$ cat config.mk
export PLATFORM = sky130hd
export DESIGN_NAME = ltoa_div_cell
export DESIGN_NICKNAME = d
export VERILOG_FILES = /design/src/rtl/core/ltoa_div_cell.sv
export SDC_FILE = /design/constraint.sdc
export NUM_CORES = 1
export LEC_CHECK = 0
export BUFFER_PORTS_ARGS = -buffer_cell sky130_fd_sc_hd__buf_2
export CORE_UTILIZATION = 40
export CTS_BUF_LIST = sky130_fd_sc_hd__clkbuf_4 sky130_fd_sc_hd__clkbuf_8 sky130_fd_sc_hd__clkbuf_16
export DETAILED_ROUTE_END_ITERATION = 6
export PLACE_DENSITY = 0.75
export RECOVER_POWER = 100
export SLEW_MARGIN = 20
export SYNTH_ARGS = -nofsm -noshare
export SYNTH_HDL_FRONTEND = slang
export SYNTH_SLANG_ARGS = --single-unit
export TNS_END_PERCENT = 30
$ cat constraint.sdc
create_clock -name clock -period 2.15 [get_ports clock]
set_input_delay 0.43 -clock clock [delete_from_list [all_inputs] [get_ports clock]]
set_output_delay 0.43 -clock clock [all_outputs]
set_load 0.02 [all_outputs]
$ cat src/rtl/core/ltoa_div_cell.sv
`timescale 1ns / 1ps
// One restoring division step: the word holds the partial remainder above the
// numerator bits, and quotient bits fill in from the bottom.
module ltoa_div_cell #(
   parameter int unsigned NUM_W = 12,
   parameter int unsigned DEN_W = 6
) (
   input  logic                     clock,
   input  logic                     en,
   input  logic [DEN_W-1:0]         den,
   input  logic [DEN_W+NUM_W-1:0]   word_i,
   output logic [DEN_W+NUM_W-1:0]   word_o
);
   logic [DEN_W+NUM_W-1:0] word_ff;
   logic [DEN_W+NUM_W-1:0] word_in;
   logic [DEN_W:0]         part;
   logic [DEN_W:0]         diff;

   assign part = word_i[DEN_W+NUM_W-1:NUM_W-1];
   assign diff = part - {1'b0, den};

   always_comb begin
      if (part >= {1'b0, den}) begin
         word_in = {diff[DEN_W-1:0], word_i[NUM_W-2:0], 1'b1};
      end else begin
         word_in = {word_i[DEN_W+NUM_W-2:0], 1'b0};
      end
   end

   always_ff @(posedge clock) begin
      if (en) begin
         word_ff <= word_in;
      end
   end

   assign word_o = word_ff;
endmodule

==> results of run 1 <==
## cells in the final DEF (no fill, tap or decap), drive strengths merged
master,count
nor4,1
nor3,1
o211ai,1
o31a,1
a311o,2
mux2,4
o21ai,2
buf,30
edfxtp,18
xnor2,2
nor2,1
mux2i,2
fa,1
a211oi,2
a21o,1
o21a,1
nor2b,1
clkbuf,23
nand2b,1
a21oi,3
ha,7
and2b,1
inv,10
clkinv,1
## Yosys cell counts
cell	number
edfxtp_1	18
inv_1	10
ha_1	7
mux2_2	4
a21oi_1	3
a311o_1	2
mux2i_1	2
xnor2_1	2
a211oi_2	1
a211oi_4	1
a21o_1	1
and2b_2	1
fa_1	1
nand2b_4	1
nor2_1	1
nor2b_1	1
nor3_1	1
nor4_1	1
o211ai_1	1
o21a_1	1
o21ai_0	1
o21ai_1	1
o31a_2	1
## cell families (layout without fill, tap and decap cells)
family,after synthesis,in the layout
AOI/OAI and AO/OA,13,13
xor gates and xnor gates,2,2
adders and majority gates,8,8
buffers and inverters,10,64
DFF,18,18
muxes,6,6
and+or+nand+nor,6,6
## layout make-up
type | instances | area [µm²]
Clock inverter | 1 | 3.754
Sequential cell | 18 | 540.5
Inverter | 10 | 37.54
Tap cell | 28 | 35.03
Clock buffer | 3 | 22.52
Fill cell | 203 | 972.2
Multi-Input combinational cell | 35 | 339.1
Timing Repair Buffer | 50 | 240.2
## how the worst min path moves through the flow
stage                         start                   end
after floorplan           word_i[9]  word_o[10]$_DFFE_PP_
final                     word_i[1]   word_o[2]$_DFFE_PP_
after CTS                 word_i[7]   word_o[8]$_DFFE_PP_
after detailed placement  word_i[7]   word_o[8]$_DFFE_PP_
after global routing      word_i[7]   word_o[8]$_DFFE_PP_
after global placement    word_i[9]  word_o[10]$_DFFE_PP_
## per-stage QoR
| stage | std cells | instance area (µm²) | util [%] |
|---|---|---|---|
| after global placement | 141 | 1225 | 55.91 |
| final | 145 | 1219 | 55.63 |
| after detailed placement | 141 | 1225 | 55.91 |
| after global routing | 145 | 1219 | 55.63 |
| after CTS | 145 | 1251 | 57.11 |
| after floorplan | 63 | 922.1 | - |
## routing by layer
metal	wire length [µm]	part of all wire [%]
met1	714	42
met4	17	0.99
met3	162	9.4
met5	0	0
met2	825	48
## power by group
group	switching, µW	leakage, µW	internal [µW]	total, µW
registers	9.20	0.000176	430	439
clock network	90.0	0.0000154	67.2	157
logic	125	0.000333	95.9	221
total	224	0.000524	593	817
==> run_results.csv, run 1 <==
group,metric,value,unit
run_status,status,"finished clean",
sta,worstMarginPinSlew,917.7,ps
detailed_routing,routedWlPerCell,11.86,µm
yosys,synthSimpleGateAreaFrac,4.749,%
detailed_routing,drc,0,
die,io_pins,44,
detailed_routing,drt_iter0_drc,8,
global_route,grt-ovfl-total,0,
clock_network,cts_buffers,3,
yosys,synth_seq_cells,18,
power,p_per_area,670.5,nW/µm²
cells_and_area,largest_reg_flops,18,
global_route,grt_first_pass_wirelength,2773,µm
place,place_hpwl,1418,µm
global_route,antenna_found_initial,0,
global_route,grt_max_degree,19,
yosys,synth-adder-area-share,11.67,%
clock_network,cts_resized,0,
worst_setup_path,critPathLaunchType,"input port",
worst_setup_path,critical_path_class,"input port to flip-flop",
cells_and_area,nets,152,
place,dp_slack,-161.0,ps
die,die_h,50.02,µm
power,leakage,0.0005244,µW
yosys,synth_top_family_by_area,"compound AO/OA/AOI/OAI gates",
sta,slew_headroom,38.82,%
global_route,grt.busiest_layer,"met2",
detailed_routing,dr.pass1.iters,4,
worst_hold_path,hp-class,"input port to flip-flop",
worst_setup_path,critical_path.top_delay_family,"compound AO/OA/AOI/OAI gates",
clock_network,clockBufferDepth,2,
worst_setup_path,path_max_fanout,5,
detailed_routing,wl,1720,µm
worst_setup_path,cp_cell_sequence,"buf_2, ha_1, nand2b_4, a211oi_1, o21ai_1, a211oi_4, mux2_2",
clock_network,cts_setup_buffers,0,
yosys,synth_area,922.1,µm²
sta,setup_viol,0,
cells_and_area,n_antenna_cell,0,
worst_setup_path,cp-startpoint,"den[0]",
yosys,synth_top_area_share,58.62,%
power,ir_worst_vdd,0.3137,mV
worst_setup_path,crit_end,"word_o[15]$_DFFE_PP_",
sta,setup_ws,123.8,ps
cells_and_area,drive_gt1_share,35.04,%
yosys,yosysTopAreaCell,"edfxtp_1",
clock_network,h-tree-depth,1,
yosys,synth_cell_types,23,
global_route,grt_use_total,15.18,%
worst_hold_path,holdPathStages,1,
die,row_count,17,
global_route,met3_usage,3.704,%
sta,hold_slack,320.4,ps
worst_setup_path,worstSetupEndpointType,"flip-flop",
power,total_power,817.1,µW
cells_and_area,syn_to_final_growth,32.16,%
global_route,first_global_vias,677,
worst_setup_path,arrival,2060,ps
yosys,synth_area_leaders,"edfxtp_1 (59%), ha_1 (9.5%), mux2_2 (4.9%)",
clock_network,clock_sink_count,18,
yosys,synth_xor_area_share,1.900,%
sta,hold_violations,0,
worst_setup_path,critPathBufInv,1,
clock_network,cts-root-buf,"clkbuf_4",
worst_setup_path,cp.depth,7,
global_route,met2_usage,26.22,%
worst_setup_path,worst_ep_required_time,2190,ps
flow_run,drv_cap,0,
worst_setup_path,cpPeakStageDelay,380,ps
sta,finalMaxSlewViolations,0,
die,core_area,2191,µm²
clock_network,cts.reportedPaths.clkPinSlew,90,ps
detailed_routing,ant_nets,0,
sta,rsz0062_at_grt,"no",
sta,min_period,2026,ps
sta,min_period_over_period,94.24,%
detailed_routing,vias,687,
yosys,ys_seq_area_share,58.62,%
die,dieArea,2502,µm²
yosys,synth_compound_area_share,11.94,%
sta,tns,0,ps
yosys,yosys_warnings,0,
die,die_w,50.02,µm
clock_network,cts_hold_buf,0,
yosys,synthCells,63,
global_route,met1_usage,16.70,%
place,port_buffers,43,
clock_network,cts_tree,"built",
yosys,synth_nets,97,
place,routabilityCongestion,0.7632,
worst_setup_path,slowest_stage,"mux2_2",
die,start_util,42.09,%
yosys,synth.area.mux_share,7.056,%
sta,max_freq,493.5,MHz
yosys,syn_area_per_cell,14.64,µm²
detailed_routing,vias_per_cell,4.738,
Power figures use the tool's default switching activity.
==> inputs of run 2 (changes only) <==
--- a/config.mk
+++ b/config.mk
@@ -6,10 +6,12 @@
 export NUM_CORES = 1
 export LEC_CHECK = 0
 export BUFFER_PORTS_ARGS = -buffer_cell sky130_fd_sc_hd__buf_2
-export CORE_UTILIZATION = 40
-export CTS_BUF_LIST = sky130_fd_sc_hd__clkbuf_4 sky130_fd_sc_hd__clkbuf_8 sky130_fd_sc_hd__clkbuf_16
+export CORE_ASPECT_RATIO = 0.75
+export CORE_UTILIZATION = 42
+export CTS_BUF_LIST = sky130_fd_sc_hd__clkbuf_4
 export DETAILED_ROUTE_END_ITERATION = 6
-export PLACE_DENSITY = 0.75
+export MAX_ROUTING_LAYER = met4
+export PLACE_DENSITY = 0.78
 export RECOVER_POWER = 100
 export SLEW_MARGIN = 20
 export SYNTH_ARGS = -nofsm -noshare
==> run 2 against run 1 <==
Final cell count decreased by 0.69%. Clock power is essentially flat. Setup slack improved by 14 ps. Critical endpoint is now word_o[17]$_DFFE_PP_. Critical path depth up 1. Total power about the same. Largest power group unchanged. Highest routed layer unchanged. Global-route usage decreased by 1.8 points. Critical path type unchanged. Hold slack gained 7.1 ps.
==> run_results.csv, run 2 (synthesis gave the netlist of run 1 again) <==
group,metric,value,unit
run_status,status,"finished clean",
sta,min_period,2012,ps
clock_network,h-tree-depth,1,
clock_network,clockBufferDepth,2,
place,place_hpwl,1317,µm
sta,tns,0,ps
place,dp_cells,140,
worst_setup_path,worst_ep_required_time,2180,ps
cells_and_area,final_cell_mix,"buf_2 (23), clkbuf_1 (21), edfxtp_1 (18)",
detailed_routing,drt_iter0_drc,6,
worst_setup_path,arrival,2040,ps
worst_hold_path,hp-class,"input port to flip-flop",
detailed_routing,wl,1557,µm
sta,worstMarginPinSlew,876.1,ps
die,die_w,56.11,µm
power,ir_worst_vdd,0.5034,mV
sta,max_freq,497.0,MHz
die,dieArea,2389,µm²
detailed_routing,ant_nets,0,
power,leakage,0.0005319,µW
clock_network,cts.reportedPaths.clkPinSlew,90,ps
place,place_area,1242,µm²
clock_network,clock_sink_count,18,
detailed_routing,vias_per_cell,4.674,
detailed_routing,routedWlPerCell,10.81,µm
cells_and_area,syn_to_final_growth,33.65,%
die,core_area,2032,µm²
worst_setup_path,critical_path_class,"input port to flip-flop",
flow_run,drv_cap,0,
place,routabilityCongestion,0.8475,
detailed_routing,dr.pass1.iters,2,
global_route,grt_use_total,13.38,%
die,io_pins,44,
worst_setup_path,cp-startpoint,"word_i[11]",
cells_and_area,finalNonFillerCells,144,
sta,hold_violations,0,
die,die_h,42.58,µm
cells_and_area,drive_gt1_share,35.83,%
clock_network,cts_tree,"built",
sta,slew_headroom,41.59,%
worst_setup_path,worstSetupEndpointType,"flip-flop",
worst_setup_path,critPathLaunchType,"input port",
cells_and_area,fill_cells,186,
cells_and_area,largest_reg_flops,18,
global_route,grt_max_degree,19,
sta,setup_viol,0,
clock_network,cts_resized,0,
cells_and_area,n_antenna_cell,0,
global_route,antenna_found_initial,0,
place,port_buffers,43,
clock_network,cts_hold_buf,0,
clock_network,cts_buffers,3,
clock_network,cts_setup_buffers,0,
cells_and_area,fin_area,1232,µm²
worst_setup_path,path_max_fanout,6,
global_route,grt-ovfl-total,0,
sta,min_period_over_period,93.59,%
sta,finalMaxSlewViolations,0,
sta,hold_slack,327.5,ps
global_route,first_global_vias,588,
sta,rsz0062_at_grt,"no",
die,row_count,14,
global_route,grt_first_pass_wirelength,2408,µm
cells_and_area,nets,155,
clock_network,cts-root-buf,"clkbuf_4",
detailed_routing,drc,0,
detailed_routing,vias,673,
cells_and_area,final_common_cell,"buf_2",
power,p_per_area,663.1,nW/µm²
worst_hold_path,min_from,"word_i[8]",
die,start_util,45.38,%
==> run 2: metal layers <==
metal  part of all wire, %  up-vias  GRT usage [%]
met5                     0        -              -
met4                  0.58        0          4.390
met3                   8.7        2          2.469
met2                    46       31          22.62
met1                    45      290          16.37
li1                      -      350              -
==> run 2: path summary, 6_finish.rpt <==
kind / end / depth (start not counted)
setup / recovery: word_o[17]$_DFFE_PP_ / 8
hold / removal: word_o[9]$_DFFE_PP_ / 1
==> run 2: stage by stage <==
stage	worst slack, ps	total power (µW)	utilization [%]
after floorplan	-24.54	587.7	-
after global placement	-108.3	679.7	61.15
after detailed placement	-162.0	686.1	61.15
after CTS	141.1	838.6	62.44
after global routing	39.29	859.5	60.65
final	137.8	817.2	60.65
==> run 2: power breakdown <==
part           internal (µW)  switching [µW]
sequential               429            7.77
combinational           99.8             127
clock                   67.0            86.5
total                    596             221
==> run 2: worst max-delay path, stage by stage <==
cell and delay, ps:
buf_2 70, inv_1 40, ha_1 280, nand2b_1 160, a211oi_2 220, o21ai_1 110, a211oi_4 340, mux2_2 380
==> run 2: layout make-up <==
type	instances	area [µm²]	area share, %
sequential	18	540.5	43.86
multi-input combinational	35	336.6	27.31
timing repair buffer	53	261.5	21.22
inverter	10	37.54	3.046
tap	24	30.03	2.437
clock buffer	3	22.52	1.827
clock inverter	1	3.754	0.3046
==> inputs of run 3 (changes only) <==
--- a/config.mk
+++ b/config.mk
@@ -8,7 +8,7 @@
 export BUFFER_PORTS_ARGS = -buffer_cell sky130_fd_sc_hd__buf_2
 export CORE_ASPECT_RATIO = 0.75
 export CORE_UTILIZATION = 42
-export CTS_BUF_LIST = sky130_fd_sc_hd__clkbuf_4
+export CTS_BUF_LIST = sky130_fd_sc_hd__clkbuf_2
 export DETAILED_ROUTE_END_ITERATION = 6
 export MAX_ROUTING_LAYER = met4
 export PLACE_DENSITY = 0.78
==> run 3 against run 2 <==
Sequential share of layout area up 0.27 points. Non-clock buffer count unchanged. Critical endpoint unchanged. First-iteration DRC count unchanged.
==> run_results.csv, run 3 (synthesis gave the netlist of run 1 again) <==
group,metric,value,unit
detailed_routing,wl,1563,µm
worst_setup_path,path_max_fanout,6,
worst_setup_path,cpPeakStageDelay,380,ps
clock_network,cts-root-buf,"clkbuf_2",
global_route,grt-ovfl-total,0,
global_route,grt_max_degree,19,
worst_setup_path,cp_cell_sequence,"buf_2, inv_1, ha_1, nand2b_1, a211oi_2, o21ai_1, a211oi_4, mux2_2",
cells_and_area,fill_cells,189,
cells_and_area,drive_gt1_share,35.83,%
power,leakage,0.0005305,µW
clock_network,h-tree-depth,1,
clock_network,cts_resized,0,
sta,hold_violations,0,
detailed_routing,vias_per_cell,4.694,
global_route,met3_usage,2.469,%
power,p_per_area,645.1,nW/µm²
global_route,grt_use_total,13.38,%
clock_network,cts_buffers,3,
place,place_hpwl,1317,µm
global_route,grt_first_pass_wirelength,2408,µm
die,row_count,14,
sta,min_period,2007,ps
sta,min_period_over_period,93.34,%
clock_network,clockBufferDepth,2,
global_route,antenna_found_initial,0,
die,io_pins,44,
die,die_h,42.58,µm
sta,max_freq,498.3,MHz
clock_network,cts_hold_buf,0,
detailed_routing,drt_iter0_drc,6,
power,total_power,790.2,µW
detailed_routing,routedWlPerCell,10.85,µm
worst_setup_path,arrival,2040,ps
place,routabilityCongestion,0.8475,
run_status,status,"finished clean",
place,port_buffers,43,
flow_run,drv_cap,0,
cells_and_area,largest_reg_flops,18,
cells_and_area,n_antenna_cell,0,
power,ir_worst_vdd,0.4600,mV
global_route,first_global_vias,588,
worst_hold_path,hp-class,"input port to flip-flop",
clock_network,cts.reportedPaths.clkPinSlew,150,ps
cells_and_area,syn_to_final_growth,32.84,%
die,die_w,56.11,µm
sta,tns,0,ps
worst_setup_path,worst_ep_required_time,2180,ps
sta,worstMarginPinSlew,878.1,ps
global_route,met2_usage,22.62,%
cells_and_area,nets,155,
detailed_routing,ant_nets,0,
die,start_util,45.38,%
clock_network,cts_tree,"built",
global_route,grt.busiest_layer,"met2",
sta,slew_headroom,41.46,%
cells_and_area,final_common_cell,"buf_2",
detailed_routing,dr.pass1.iters,2,
clock_network,cts_setup_buffers,0,
worst_setup_path,critical_path_class,"input port to flip-flop",
worst_setup_path,critPathLaunchType,"input port",
die,core_area,2032,µm²
cells_and_area,final_cell_mix,"buf_2 (23), clkbuf_1 (21), edfxtp_1 (18)",
detailed_routing,vias,676,
sta,setup_viol,0,
worst_setup_path,worstSetupEndpointType,"flip-flop",
global_route,met1_usage,16.37,%
sta,finalMaxSlewViolations,0,
detailed_routing,drc,0,
cells_and_area,post-route-util,60.28,%
worst_setup_path,critical_path.top_delay_family,"compound AO/OA/AOI/OAI gates",
die,dieArea,2389,µm²
clock_network,clock_sink_count,18,
worst_setup_path,critPathBufInv,2,
sta,rsz0062_at_grt,"no",
worst_setup_path,slowest_stage,"mux2_2",
-- run 3: changes by cell type in the layout (fill, tap and decap cells not counted) --
cell | before | now
clkbuf_2 | 0 | 3
clkbuf_4 | 3 | 0
-- run 3: final timing paths --
kind / start / endpoint / slack (ps) / cells after the start
setup / recovery: word_i[11] / word_o[17]$_DFFE_PP_ / 140 / 8
hold / removal: word_i[8] / word_o[9]$_DFFE_PP_ / 330 / 1
-- run 3: layout make-up --
type                    instances  area [µm²]  share of cell area [%]
flip-flops and latches         18       540.5                   44.13
multi-input cells              35       336.6                   27.48
repair buffers                 53       261.5                   21.35
inverters                      10       37.54                   3.064
well taps                      24       30.03                   2.451
clock buffers                   3       15.01                   1.226
clock inverters                 1       3.754                  0.3064
-- run 3: where the power goes --
part / internal (µW) / switching [µW]
sequential: 429 / 7.83
combinational: 99.8 / 127
clock: 40.5 / 86.1
total: 570 / 221
-- run 3: stage by stage --
stage	std cells	instance area, µm²	hold slack [ps]	worst slack, ps
floorplan	63	922.1	528.9	-24.54
global placement	140	1242	607.7	-108.3
detailed placement	140	1242	608.3	-162.0
CTS	144	1261	312.3	153.9
global route	144	1225	296.0	56.49
finish	144	1225	325.4	143.1
-- run 3: metal layers --
metal,part of all wire [%],wire length [µm]
met4,0.58,9
met1,45,699
met3,8.7,136
met2,46,717
met5,0,0
